`config.mk`:
```
export PLATFORM = sky130hd
export DESIGN_NAME = gpio_port_edge_interrupt
export DESIGN_NICKNAME = d
export VERILOG_FILES = /design/src/hdl/gpe_pkg.sv /design/src/hdl/gpio_port_edge_interrupt.sv
export SDC_FILE = /design/constraint.sdc
export NUM_CORES = 1
export LEC_CHECK = 0
export ABC_AREA = 1
export CORE_UTILIZATION = 43
export DETAILED_ROUTE_END_ITERATION = 7
export DONT_BUFFER_PORTS = 1
export GPL_TIMING_DRIVEN = 0
export HOLD_SLACK_MARGIN = 0.1
export PLACE_DENSITY = 0.64
export SLEW_MARGIN = 10
export SYNTH_ARGS = -nofsm -noshare
export SYNTH_HDL_FRONTEND = slang
export SYNTH_SLANG_ARGS = --single-unit
```
`constraint.sdc`:
```
create_clock -name clk -period 5.1 [get_ports clk]
set_input_delay 0.765 -clock clk [delete_from_list [all_inputs] [get_ports clk]]
set_output_delay 0.765 -clock clk [all_outputs]
set_load 0.005 [all_outputs]
```
`src/hdl/gpe_pkg.sv`:
```
// Shared types and codes for the GPIO port with edge interrupts.
// No dependencies; imported by gpio_port_edge_interrupt.
package gpe_pkg;

	localparam int WORD_W  = 32;
	localparam int PADS_W  = 16;
	localparam int REQ_W   = 2;
	localparam int INDEX_W = 4;

	// Request kinds; code 3 is unused and does nothing.
	typedef enum logic [REQ_W-1:0] {
		REQ_READ  = 2'd0,
		REQ_WRITE = 2'd1,
		REQ_TICK  = 2'd2
	} req_kind_t;

	// Register map; indexes 12 to 15 are unmapped.
	typedef enum logic [INDEX_W-1:0] {
		REG_MODE    = 4'd0,
		REG_OTYPE   = 4'd1,
		REG_SPEED   = 4'd2,
		REG_PULL    = 4'd3,
		REG_INPUT   = 4'd4,
		REG_OUTPUT  = 4'd5,
		REG_AFL     = 4'd6,
		REG_AFH     = 4'd7,
		REG_MASK    = 4'd8,
		REG_RISE    = 4'd9,
		REG_FALL    = 4'd10,
		REG_PENDING = 4'd11
	} reg_index_t;

	// Two-bit per-pin field codes.
	localparam logic [1:0] MODE_OUTPUT = 2'b01;
	localparam logic [1:0] PULL_UP     = 2'b01;
	localparam logic [1:0] PULL_DOWN   = 2'b10;

endpackage

```
`src/hdl/gpio_port_edge_interrupt.sv`:
```
// GPIO port with per-pin edge interrupts: register file, edge detect, pad control.
// Depends on gpe_pkg.
//
// One request (bus read, bus write or pin sample tick) enters per transfer and
// yields exactly one result carrying the read word, the pad control lines and
// irq, all showing the port state after that request. Requests pass through an
// input register (_s1), are applied to the register file by short combinational
// logic, and land in a result register; a new request is taken every cycle
// while results are taken, so the port sustains one request per clock. in_ready
// drops only when both the input register and the result register are full
// and the result is stalled.
// Writes to the pending register clear the bits written as one; writes to the
// input register and to unmapped indexes are dropped, and unmapped indexes read
// as zero. Bits of pins at or above PIN_COUNT are dropped on write and read as
// zero. On a tick the pads are latched into the input register and any pin with
// a selected edge and an unmasked interrupt becomes pending; the input register
// resets to zero, so a pad high on the first tick counts as a rising edge.
module gpio_port_edge_interrupt #(
	parameter int PIN_COUNT = 16
) (
	input  logic                           clk,
	input  logic                           arst_n,
	input  logic                           in_valid,
	output logic                           in_ready,
	input  logic [gpe_pkg::REQ_W-1:0]      req_type,
	input  logic [gpe_pkg::INDEX_W-1:0]    reg_index,
	input  logic [gpe_pkg::WORD_W-1:0]     write_data,
	input  logic [gpe_pkg::PADS_W-1:0]     pin_levels,
	output logic                           out_valid,
	input  logic                           out_ready,
	output logic [gpe_pkg::WORD_W-1:0]     read_data,
	output logic [gpe_pkg::PADS_W-1:0]     pin_drive,
	output logic [gpe_pkg::PADS_W-1:0]     pin_drive_enable,
	output logic [gpe_pkg::PADS_W-1:0]     pull_up_enable,
	output logic [gpe_pkg::PADS_W-1:0]     pull_down_enable,
	output logic                           irq
);
	import gpe_pkg::*;

	localparam int F2_W     = 2 * PIN_COUNT;
	localparam int AFL_BITS = (PIN_COUNT >= 8) ? 32 : (4 * PIN_COUNT);
	localparam int AFH_BITS = (PIN_COUNT > 8) ? (4 * (PIN_COUNT - 8)) : 0;
	localparam logic [63:0] AFL_MASK64 = (64'd1 << AFL_BITS) - 64'd1;
	localparam logic [63:0] AFH_MASK64 = (64'd1 << AFH_BITS) - 64'd1;
	localparam logic [WORD_W-1:0] AFL_MASK = AFL_MASK64[WORD_W-1:0];
	localparam logic [WORD_W-1:0] AFH_MASK = AFH_MASK64[WORD_W-1:0];

	// Input stage
	logic                  valid_s1;
	req_kind_t             req_s1;
	reg_index_t            index_s1;
	logic [WORD_W-1:0]     wdata_s1;
	logic [PIN_COUNT-1:0]  pads_s1;
	logic                  advance;

	// Register file
	logic [F2_W-1:0]       mode_q, speed_q, pull_q;
	logic [PIN_COUNT-1:0]  otype_q, input_q, output_q, mask_q, rise_q, fall_q, pending_q;
	logic [WORD_W-1:0]     afl_q, afh_q;

	logic [F2_W-1:0]       mode_d, speed_d, pull_d;
	logic [PIN_COUNT-1:0]  otype_d, input_d, output_d, mask_d, rise_d, fall_d, pending_d;
	logic [WORD_W-1:0]     afl_d, afh_d;
	logic [WORD_W-1:0]     rdata_d;
	logic [PIN_COUNT-1:0]  hits;

	logic [PIN_COUNT-1:0]  outmode_d, pu_d, pd_d, enable_d;

	// Advance the input stage whenever the result register is free or being drained.
	assign advance  = valid_s1 && (!out_valid || out_ready);
	assign in_ready = !valid_s1 || advance;

	always_ff @(posedge clk or negedge arst_n) begin
		if (!arst_n) begin
			valid_s1 <= 1'b0;
		end else if (in_ready) begin
			valid_s1 <= in_valid;
		end
	end

	always_ff @(posedge clk) begin
		if (in_ready && in_valid) begin
			req_s1   <= req_kind_t'(req_type);
			index_s1 <= reg_index_t'(reg_index);
			wdata_s1 <= write_data;
			pads_s1  <= pin_levels[PIN_COUNT-1:0];
		end
	end

	// Edge detect against the last sampled pad levels; masked lines never set pending.
	assign hits = ((pads_s1 & ~input_q & rise_q) | (input_q & ~pads_s1 & fall_q)) & mask_q;

	// Apply the request to the register file and form the read word.
	always_comb begin
		mode_d    = mode_q;
		otype_d   = otype_q;
		speed_d   = speed_q;
		pull_d    = pull_q;
		input_d   = input_q;
		output_d  = output_q;
		afl_d     = afl_q;
		afh_d     = afh_q;
		mask_d    = mask_q;
		rise_d    = rise_q;
		fall_d    = fall_q;
		pending_d = pending_q;
		rdata_d   = '0;
		unique case (req_s1)
			REQ_READ: begin
				unique case (index_s1)
					REG_MODE:    rdata_d = WORD_W'(mode_q);
					REG_OTYPE:   rdata_d = WORD_W'(otype_q);
					REG_SPEED:   rdata_d = WORD_W'(speed_q);
					REG_PULL:    rdata_d = WORD_W'(pull_q);
					REG_INPUT:   rdata_d = WORD_W'(input_q);
					REG_OUTPUT:  rdata_d = WORD_W'(output_q);
					REG_AFL:     rdata_d = afl_q;
					REG_AFH:     rdata_d = afh_q;
					REG_MASK:    rdata_d = WORD_W'(mask_q);
					REG_RISE:    rdata_d = WORD_W'(rise_q);
					REG_FALL:    rdata_d = WORD_W'(fall_q);
					REG_PENDING: rdata_d = WORD_W'(pending_q);
					default:     rdata_d = '0;
				endcase
			end
			REQ_WRITE: begin
				unique case (index_s1)
					REG_MODE:    mode_d    = wdata_s1[F2_W-1:0];
					REG_OTYPE:   otype_d   = wdata_s1[PIN_COUNT-1:0];
					REG_SPEED:   speed_d   = wdata_s1[F2_W-1:0];
					REG_PULL:    pull_d    = wdata_s1[F2_W-1:0];
					REG_OUTPUT:  output_d  = wdata_s1[PIN_COUNT-1:0];
					REG_AFL:     afl_d     = wdata_s1 & AFL_MASK;
					REG_AFH:     afh_d     = wdata_s1 & AFH_MASK;
					REG_MASK:    mask_d    = wdata_s1[PIN_COUNT-1:0];
					REG_RISE:    rise_d    = wdata_s1[PIN_COUNT-1:0];
					REG_FALL:    fall_d    = wdata_s1[PIN_COUNT-1:0];
					// write one to clear
					REG_PENDING: pending_d = pending_q & ~wdata_s1[PIN_COUNT-1:0];
					default:     ;
				endcase
			end
			REQ_TICK: begin
				pending_d = pending_q | hits;
				input_d   = pads_s1;
			end
			default: ;
		endcase
	end

	// Per-pin decode of the 2-bit fields after the update.
	always_comb begin
		for (int p = 0; p < PIN_COUNT; p++) begin
			outmode_d[p] = (mode_d[2*p +: 2] == MODE_OUTPUT);
			pu_d[p]      = (pull_d[2*p +: 2] == PULL_UP);
			pd_d[p]      = (pull_d[2*p +: 2] == PULL_DOWN);
		end
	end

	// Open-drain pins drive only lows.
	assign enable_d = outmode_d & (~otype_d | ~output_d);

	always_ff @(posedge clk or negedge arst_n) begin
		if (!arst_n) begin
			mode_q    <= '0;
			otype_q   <= '0;
			speed_q   <= '0;
			pull_q    <= '0;
			input_q   <= '0;
			output_q  <= '0;
			afl_q     <= '0;
			afh_q     <= '0;
			mask_q    <= '0;
			rise_q    <= '0;
			fall_q    <= '0;
			pending_q <= '0;
		end else if (advance) begin
			mode_q    <= mode_d;
			otype_q   <= otype_d;
			speed_q   <= speed_d;
			pull_q    <= pull_d;
			input_q   <= input_d;
			output_q  <= output_d;
			afl_q     <= afl_d;
			afh_q     <= afh_d;
			mask_q    <= mask_d;
			rise_q    <= rise_d;
			fall_q    <= fall_d;
			pending_q <= pending_d;
		end
	end

	// Result register: hold while the consumer stalls.
	always_ff @(posedge clk or negedge arst_n) begin
		if (!arst_n) begin
			out_valid <= 1'b0;
		end else if (!out_valid || out_ready) begin
			out_valid <= valid_s1;
		end
	end

	always_ff @(posedge clk) begin
		if (advance) begin
			read_data        <= rdata_d;
			pin_drive        <= PADS_W'(output_d);
			pin_drive_enable <= PADS_W'(enable_d);
			pull_up_enable   <= PADS_W'(pu_d);
			pull_down_enable <= PADS_W'(pd_d);
			irq              <= |(pending_d & mask_d);
		end
	end

	// irq shown with a result matches the register file it was computed from.
	a_irq_matches_state: assert property (@(posedge clk) disable iff (!arst_n)
		out_valid |-> (irq == |(pending_q & mask_q)))
		else $error("irq disagrees with pending and mask registers");

	// Only a sample tick can set new pending bits.
	a_pending_set_by_tick: assert property (@(posedge clk) disable iff (!arst_n)
		(advance && req_s1 != REQ_TICK) |=> ((pending_q & ~$past(pending_q)) == '0))
		else $error("pending bit set by a non-tick request");

	// Drop in_ready only when both stages are full and the result stalls.
	a_ready_when_room: assert property (@(posedge clk) disable iff (!arst_n)
		(!valid_s1 || !out_valid || out_ready) |-> in_ready)
		else $error("input stalled while there is room");

	// The register file changes only when a request is applied.
	a_state_holds: assert property (@(posedge clk) disable iff (!arst_n)
		!advance |=> ($stable(pending_q) && $stable(mode_q) && $stable(output_q)))
		else $error("register file changed without a request");

endmodule
```
# After elaboration in Yosys (flattened, before gate mapping)
# Index checks and enable logic that the tools add are counted.
# totals
reg_bits	425
elab_cells	129
# op_classes
reduce_logical	15
mux	13
n_bitwise	16
n_eq_ne	61
# op_table
cell	count
one-hot mux 32 bit (12 select lines)	1
bitwise AND 16 bit	8
2-to-1 mux 32 bit	4
2-to-1 mux 16 bit	7
NOT 16 bit	5
== test 2 x 1 -> 1 bit, second input constant	33
OR 16 bit	3
== test 2 bit, second input constant	17
one-hot mux 16 bit (2 select lines)	1
== test 4 x 3 -> 1 bit, second input constant	4
== test 4 bit, second input constant	4
OR reduction 16 bit	1
AND reduction 3 bit	5
== test 4 x 2 -> 1 bit, second input constant	2
== test 4 x 1 -> 1 bit, second input constant	1
zero test 4 bit	1
logical AND 1 bit	2
zero test 1 bit	2
zero test 2 bit	1
logical OR 1 bit	2
AND reduction 2 bit	1

# Logic depth before layout (Yosys ltp)
# Gate-level depths: netlist (run 1).
# depth
ltp_word	9
ltp_mapped	14
ltp_nobuf	12

# Least setup slack after synthesis (run 1)
# OpenSTA, ideal clock, no wires.
# synth_timing
path_type	input to register
startpoint	input port out_ready
endpoint	register irq (enable)
path_stages	5
t_required_ns	4.603
setup_time_ns	0.497
path_slack_ns	0.663
t_arrival_ns	3.941
cell_sequence	inv_1 -> nand2_1 -> nand2_1 -> inv_2 -> clkbuf_1
# synth_via
elab_chain_len	2
# synth_lines
element	line	rtl
start, declared	gpio_port_edge_interrupt.sv:30	input logic out_ready,
logical OR 1 bit	gpio_port_edge_interrupt.sv:70	assign advance = valid_s1 && (!out_valid || out_ready);
logical AND 1 bit	gpio_port_edge_interrupt.sv:70	
via advance	gpio_port_edge_interrupt.sv:54	logic advance;
end signal, assigned	gpio_port_edge_interrupt.sv:209	irq <= |(pending_d & mask_d);
end, declared	gpio_port_edge_interrupt.sv:36	output logic irq
# The timed path passes the listed nets, and every way through them passes these cells.
# A chain may end at the register's enable or synchronous reset.

# Worst setup path in the final report (run 1)
# layout_timing
startpoint	register req_s1[1]
endpoint	register pin_drive_enable[5] (netlist bit), data pin
# layout_via
elab_chain_len	5
# layout_lines
element	line	rtl
start, declared	gpio_port_edge_interrupt.sv:50	req_kind_t req_s1;
start signal, assigned	gpio_port_edge_interrupt.sv:83	req_s1 <= req_kind_t'(req_type);
== test 2 x 1 -> 1 bit *	gpio_port_edge_interrupt.sv:108	unique case (req_s1)
2-to-1 mux 16 bit	gpio_port_edge_interrupt.sv:108	
NOT 16 bit	gpio_port_edge_interrupt.sv:161	assign enable_d = outmode_d & (~otype_d | ~output_d);
OR 16 bit	gpio_port_edge_interrupt.sv:161	
bitwise AND 16 bit *	gpio_port_edge_interrupt.sv:161	
via enable_d[5]	gpio_port_edge_interrupt.sv:67	logic [PIN_COUNT-1:0] outmode_d, pu_d, pd_d, enable_d;
end signal, assigned	gpio_port_edge_interrupt.sv:206	pin_drive_enable <= PADS_W'(enable_d);
end, declared	gpio_port_edge_interrupt.sv:33	output logic [gpe_pkg::PADS_W-1:0] pin_drive_enable,
# Mark *: on every way through the listed nets, which the timed path passes. The rest lies on a longest branch.

==> results of run 1 <==
## through the flow
stage | instance area [um^2] | power [uW]
after detailed placement | 20100 | 7700
final | 21700 | 11300
after CTS | 21700 | 11300
after global routing | 21700 | 11900
after global placement | 20100 | 7610
after floorplan | 19300 | 6810
## power breakdown
part	total (uW)	internal (uW)	switching, uW
logic	2600	788	1810
registers	5110	4630	480
clock network	3620	2160	1460
## final timing paths
kind | start | to | slack, ns | cells after the start
setup / recovery | req_s1[1]$_DFFE_PP_ | pin_drive_enable[5]$_DFFE_PP_ | 1.96 | 8
hold / removal | arst_n | rise_q[14]$_DFFE_PN0P_ | -0.12 | 0
setup reg to reg | req_s1[1]$_DFFE_PP_ | pin_drive_enable[5]$_DFFE_PP_ | 1.96 | 8
hold reg to reg | pull_q[23]$_DFFE_PN0P_ | pull_q[23]$_DFFE_PN0P_ | 0.48 | 2
max in group asynchronous | arst_n | pull_q[9]$_DFFE_PN0P_ | 4.71 | 0
min in group clk | write_data[11] | wdata_s1[11]$_DFFE_PP_ | 0.25 | 0
## metal layers
layer	GRT usage, %	wire length [um]	up-vias
li1	-	-	7335
met1	38.7	27200	7825
met2	44.5	29600	831
met3	5.72	5530	157
met4	9.64	2110	0
met5	0	0	-
## sequential cells by signal, summed over array words and instances (netlist names), 32 cells and up
name / count
read_data: 32
wdata_s1: 32
afh_q: 32
pull_q: 32
speed_q: 32
mode_q: 32
afl_q: 32
## worst max-delay path, cell delays in order (launching register included)
cell      delay [ns]
edfxtp_1        0.39
inv_1           0.09
ha_1            0.26
clkbuf_1        0.44
nand3_1         0.44
clkbuf_1        0.37
o21ai_0         0.27
nor2_1          0.11
nor3b_1         0.48
## layout make-up
| type | count | area, um^2 |
|---|---|---|
| sequential | 425 | 11400 |
| clock buffer | 56 | 1250 |
| inverter | 366 | 1380 |
| fill | 4231 | 22600 |
| clock inverter | 31 | 377 |
| multi-input combinational | 1323 | 6050 |
| buffer | 122 | 528 |
| tap | 592 | 741 |
| timing repair buffer | 1 | 27.5 |
## Yosys cell counts (all sizes together)
master and instances:
nor2 170, nand3b 1, buf 44, nand3 70
edfxtp 151, o22ai 122, a21oi 12, dfrtp 274
clkbuf 78, ha 3, o21ai 394, nand2 514
nand4 5, nor3b 16, nor3 16, inv 366
## cells by family after synthesis
| logic type | after synthesis |
|---|---|
| and+or+nand+nor | 792 |
| adders and majority gates | 3 |
| buffers and inverters | 488 |
| AOI/OAI and AO/OA | 528 |
| DFF | 425 |
==> results.ini, run 1 <==
[synth]
syn-instance-count = 2236
synthMuxAreaShare_pct = 0
synth_fa_ha_area_share_pct = 0.194
synthesis.area_mm2 = 0.0193
synth_compound_area_share_pct = 14.5
synth_simple_gate_area_share_pct = 16.6
synth_top_family_by_area = simple AND/OR/NAND/NOR gates
yosys.area.top_type_share_pct = 35.5
synth-seq-area-share_pct = 58.9
ys_warn_count = 0
synth_top_area_cell = dfrtp_1
synth-xor-area-share_pct = 0
syn_avg_cell_area_um2 = 8.65
ys_ff_latch = 425
ys_top_cells_by_area = dfrtp_1, edfxtp_1, nand2_1
ys_types = 27
syn_nets = 2297

[critical_path]
critPathRequiredTime_ns = 5.42
startpoint_type = register
crit_arrival_ns = 3.45
crit_path_max_fanout = 10
worstSetupPathType = register to register
endpoint_kind = register

[clocking]
h-tree-depth = 2
cts_tree = yes
cts_root_buf = clkbuf_16
post-cts-setup-buffers = 0
insertion_delay_ns = 0.60
cts_buffer_depth = 3
numClockSinks = 425
cts_inserted_buffers = 47
clk_pin_slew_ns = 0.06
post_cts_resized = 0

[routing]
ant_nets = 0
dr.first_iter.drc_count = 1984
viasPerCell = 5.54
drc = 0
wire_per_inst_um = 22.1
vias = 16100
finalWirelength_um = 64400
dr.pass1.iters = 6

[final_layout]
finalNonFillerCells = 2916
area_growth_syn_to_layout_pct = 12.4
nets = 2347
layout_commonest_cell = nand2_1
finish.utilization_pct = 49.1
mostFrequentLayoutCells = nand2_1, inv_1, o21ai_0
num_antenna_cells = 0
layout-drive-gt1-share_pct = 5.94

[floorplan]
core-area_mm2 = 0.0443
num_io_pins = 157
fp.dieArea_mm2 = 0.0458
fp-row-count = 77
dieHeight_um = 214
die_w_um = 214
start_util_pct = 43.6

[sta]
max_freq_mhz = 319
maxSlewViolCount = 0
maxSlewHeadroom_pct = 19.9
fin_skew_ns = 0.0183
fin_setup_tns_ns = 0
fin_hold_ws_ns = -0.124
period_needed_ns = 3.14
fin_crit_sh_pct = 61.5
setup_viol = 0
fin_ws_ns = 1.96
hold_viol_final = 270
rsz0062_at_grt = no
tightest_slew_ns = 1.20

[grt]
grt_start_max_net_pins = 275
grt_usage_pct = 28.1
overflow = 0
grt_pass1_wl_um = 96800
antenna_found_initial = 0
grt_pass1_vias = 15500

[placement]
dp_hpwl_um = 44900
port_buffers = 0
placed_cells = 2829
place_ws_ns = 2.01
place.gp.congestion = 0.949

[outcome]
violations = hold timing
status = finished with violations

[run]
drv.max_cap_violation_count = 0

[power]
p_per_area_mw_per_mm2 = 521
ir_drop_mv = 0.264
p_leak_uw = 0.0101

[hold_path]
hp-class = primary input to async pin

Power figures use the tool's default switching activity.
==> run 2, diff against run 1 <==
--- a/config.mk
+++ b/config.mk
@@ -5,13 +5,13 @@
 export SDC_FILE = /design/constraint.sdc
 export NUM_CORES = 1
 export LEC_CHECK = 0
-export ABC_AREA = 1
+export ABC_AREA = 0
 export CORE_UTILIZATION = 43
 export DETAILED_ROUTE_END_ITERATION = 7
 export DONT_BUFFER_PORTS = 1
 export GPL_TIMING_DRIVEN = 0
 export HOLD_SLACK_MARGIN = 0.1
-export PLACE_DENSITY = 0.64
+export PLACE_DENSITY = 0.66
 export SLEW_MARGIN = 10
 export SYNTH_ARGS = -nofsm -noshare
 export SYNTH_HDL_FRONTEND = slang
==> constraint.sdc (replaced) <==
create_clock -name clk -period 2.5 [get_ports clk]
set_input_delay 0.375 -clock clk [delete_from_list [all_inputs] [get_ports clk]]
set_output_delay 0.375 -clock clk [all_outputs]
set_load 0.005 [all_outputs]
==> run 2 against run 1 <==
- the run ends with hold timing, setup timing left
- non-clock buffer count is 70 higher
- cell area is 2.4% higher
- area after synthesis is 4.2% lower
- sequential power is 75% higher
- hold slack worse by 0.33 ns
- power is 54% higher
- sequential share of layout area is 1.2 points lower
- largest cell class unchanged
- largest power group unchanged
- highest routed layer is now met5
==> results.ini, run 2 <==
[outcome]
status = finished with violations  ; unchanged
violations = hold timing, setup timing  ; was hold timing

[sta]
fin_hold_ws_ns = -0.459  ; was -0.124 ns
fin_setup_tns_ns = -0.381  ; was 0 ns
fin_ws_ns = -0.190  ; was 1.96 ns
hold_viol_final = 274  ; was 270
rsz0062_at_grt = yes  ; was no
period_needed_ns = 2.69  ; was 3.14 ns
tightest_slew_ns = 0.994  ; was 1.20 ns
fin_crit_sh_pct = 108  ; was 61.5%
max_freq_mhz = 372  ; was 319 MHz
setup_viol = 5  ; was 0
fin_skew_ns = 0.0259  ; was 0.0183 ns
maxSlewViolCount = 0  ; unchanged
maxSlewHeadroom_pct = 33.7  ; was 19.9%

[synth]
synth-seq-area-share_pct = 61.5  ; was 58.9%
synth_edf_count = 151  ; unchanged
ys_top_cells_by_area = dfrtp_1, edfxtp_1, mux2_2  ; was dfrtp_1, edfxtp_1, nand2_1
synthArstFlopShare_pct = 64.5  ; unchanged
ys.flop_type = dfrtp_1  ; unchanged
synth_fa_ha_area_share_pct = 0.202  ; was 0.194%
synthMuxAreaShare_pct = 17.3  ; was 0%
synth-xor-area-share_pct = 0  ; unchanged
synth_top_family_by_area = multiplexers  ; was simple AND/OR/NAND/NOR gates
synthesis.area_mm2 = 0.0185  ; was 0.0193 mm^2
synth_simple_gate_area_share_pct = 7.20  ; was 16.6%
yosysMostFrequentCell = dfrtp_1  ; was nand2_1
ys_warn_count = 0  ; unchanged
synth_top_area_cell = dfrtp_1  ; unchanged
yosys.area.top_type_share_pct = 37.0  ; was 35.5%
syn-instance-count = 1395  ; was 2236
syn_nets = 1456  ; was 2297
ys_top_cells_by_count = dfrtp_1, mux2_2, edfxtp_1, clkbuf_1, a22oi_1  ; was nand2_1, inv_1, o21ai_0, dfrtp_1, nor2_1
syn_avg_cell_area_um2 = 13.3  ; was 8.65 um^2
ys_ff_latch = 425  ; unchanged
ys_types = 43  ; was 27
synth_compound_area_share_pct = 11.2  ; was 14.5%

[routing]
vias = 13300  ; was 16100
dr.pass1.iters = 5  ; was 6
viasPerCell = 6.30  ; was 5.54
finalWirelength_um = 61200  ; was 64400 um
drc = 0  ; unchanged
wire_per_inst_um = 28.9  ; was 22.1 um
dr.first_iter.drc_count = 1459  ; was 1984
ant_nets = 0  ; unchanged

[final_layout]
num_antenna_cells = 0  ; unchanged
layout-drive-gt1-share_pct = 31.2  ; was 5.94%
area_growth_syn_to_layout_pct = 20.1  ; was 12.4%
nets = 1604  ; was 2347
multi_input_area_mm2 = 0.00702  ; was 0.00605 mm^2
final_area_mm2 = 0.0223  ; was 0.0217 mm^2
fillers = 3569  ; was 4231
seqCellArea_mm2 = 0.0114  ; unchanged
layout_commonest_cell = dfrtp_1  ; was nand2_1
mostFrequentLayoutCells = dfrtp_1, mux2_2, edfxtp_1  ; was nand2_1, inv_1, o21ai_0

[critical_path]
startpoint_type = register  ; unchanged
critPathRequiredTime_ns = 2.77  ; was 5.42 ns
worstSetupPathType = register to register  ; unchanged
cp_slowest_cell = or4_4  ; was nor3b_1
crit_path_max_incr_delay_ns = 0.46  ; was 0.48 ns
crit_arrival_ns = 2.96  ; was 3.45 ns
crit_chain = buf_6 > nor4b_4 > nand2_4 > buf_12 > buf_4 > mux2i_2 > o22a_1 > o221ai_1 > or4_4  ; was inv_1 > ha_1 > clkbuf_1 > nand3_1 > clkbuf_1 > o21ai_0 > nor2_1 > nor3b_1
reg2regPathDepth = 9  ; was 8
crit_path_max_fanout = 8  ; was 10
endpoint_kind = register  ; unchanged

[grt]
grt_start_max_net_pins = 275  ; unchanged
grt_pass1_wl_um = 88900  ; was 96800 um
antenna_found_initial = 2  ; was 0
grt_pass1_vias = 13300  ; was 15500
overflow = 0  ; unchanged
grt_usage_pct = 27.8  ; was 28.1%

[power]
sequentialPowerShare_pct = 51.1  ; was 45.1%
p_comb_share_pct = 11.0  ; was 22.9%
p_per_area_mw_per_mm2 = 786  ; was 521 mW/mm^2
clkPwrFrac_pct = 37.9  ; was 32.0%
intPower_uw = 13000  ; was 7580 uW
p_sw_uw = 4540  ; was 3750 uW
switching_share_pct = 26.0  ; was 33.1%
ir_drop_mv = 0.427  ; was 0.264 mV
p_leak_uw = 0.00942  ; was 0.0101 uW

[hold_path]
hp-class = primary input to async pin  ; unchanged

[run]
drv.max_cap_violation_count = 0  ; unchanged

[floorplan]
die_w_um = 210  ; was 214 um
num_io_pins = 157  ; unchanged
dieHeight_um = 210  ; was 214 um
fp-row-count = 75  ; was 77
core-area_mm2 = 0.0422  ; was 0.0443 mm^2
fp.dieArea_mm2 = 0.0439  ; was 0.0458 mm^2
start_util_pct = 43.9  ; was 43.6%

[clocking]
cts_buffer_depth = 3  ; unchanged
cts_inserted_buffers = 46  ; was 47
insertion_delay_ns = 0.57  ; was 0.60 ns
clk_pin_slew_ns = 0.06  ; about the same
cts_root_buf = clkbuf_16  ; unchanged
numClockSinks = 425  ; unchanged
cts_tree = yes  ; unchanged
cts_hold_buffers = 57
h-tree-depth = 2  ; unchanged

[placement]
placed_area_mm2 = 0.0193  ; was 0.0201 mm^2
place_ws_ns = -1.35  ; was 2.01 ns
port_buffers = 0  ; unchanged
dp_hpwl_um = 37800  ; was 44900 um
place.gp.congestion = 0.957  ; was 0.949

-- run 2: worst max-delay path, delay by kind of cell, from the launching register on --
kind,cells,cell delay [ns]
and+or+nand+nor,3,0.99
DFF,1,0.38
buffers and inverters,3,0.47
AOI/OAI and AO/OA,2,0.31
muxes,1,0.26
-- run 2: metal layers --
| metal | share of wire (%) | vias up | global-route usage (%) |
|---|---|---|---|
| li1 | - | 5559 | - |
| met1 | 40 | 6802 | 37.3 |
| met2 | 45 | 780 | 42.8 |
| met3 | 9.2 | 192 | 5.88 |
| met4 | 5.4 | 2 | 13.6 |
| met5 | 0.021 | - | 0 |
-- run 2: repair_timing --
item                                    in CTS  in global routing
endpoints found under the setup margin     362                154
pin swaps                                    9                 10
buffers inserted                            24                 19
gates resized for setup                    161                 44
endpoints found under the hold margin      330                274
gates cloned                                 1                  0
-- run 2: layout make-up --
| cell class | count | share of cell area (%) |
|---|---|---|
| flip-flops and latches | 425 | 51.2 |
| multi-input cells | 842 | 31.5 |
| clock buffers | 69 | 5.88 |
| repair buffers | 104 | 4.36 |
| well taps | 539 | 3.03 |
| plain buffers | 89 | 2.85 |
| inverters | 35 | 0.590 |
| clock inverters | 15 | 0.584 |
-- run 2: kinds of logic after synthesis --
group | Yosys count
muxes | 288
buffers and inverters | 128
AOI/OAI and AO/OA | 311
adders and majority gates | 3
DFF | 425
and+or+nand+nor | 240
-- run 2: final timing paths --
kind                                               from                      end  slack [ns]
worst max-delay path              index_s1[2]$_DFFE_PP_            irq$_DFFE_PP_       -0.19
worst min-delay path                             arst_n    out_valid$_DFFE_PN0P_       -0.46
worst max register to register    index_s1[2]$_DFFE_PP_            irq$_DFFE_PP_       -0.19
worst min register to register  speed_q[20]$_DFFE_PN0P_  speed_q[20]$_DFFE_PN0P_        0.51
max in group asynchronous                        arst_n    afh_q[27]$_DFFE_PN0P_        2.17
min in group clk                               in_valid     pads_s1[4]$_DFFE_PP_        0.27
-- run 2: power groups by stage --
| stage | combinational (uW) | sequential [uW] | clock, uW |
|---|---|---|---|
| detailed placement | 1660 | 9040 | 0 |
| global route | 2060 | 9040 | 6960 |
| floorplan | 1200 | 8780 | 0 |
| global placement | 1590 | 9010 | 0 |
| finish | 1920 | 8950 | 6630 |
| CTS | 1850 | 8920 | 6690 |
-- run 2: per-stage QoR --
| stage | instances | util, % | power [uW] |
|---|---|---|---|
| after floorplan | 1395 | - | 9980 |
| after global placement | 1934 | 45.5 | 10600 |
| after detailed placement | 1937 | 45.7 | 10700 |
| after CTS | 2099 | 52.1 | 17500 |
| after global routing | 2118 | 52.7 | 18100 |
| final | 2118 | 52.7 | 17500 |
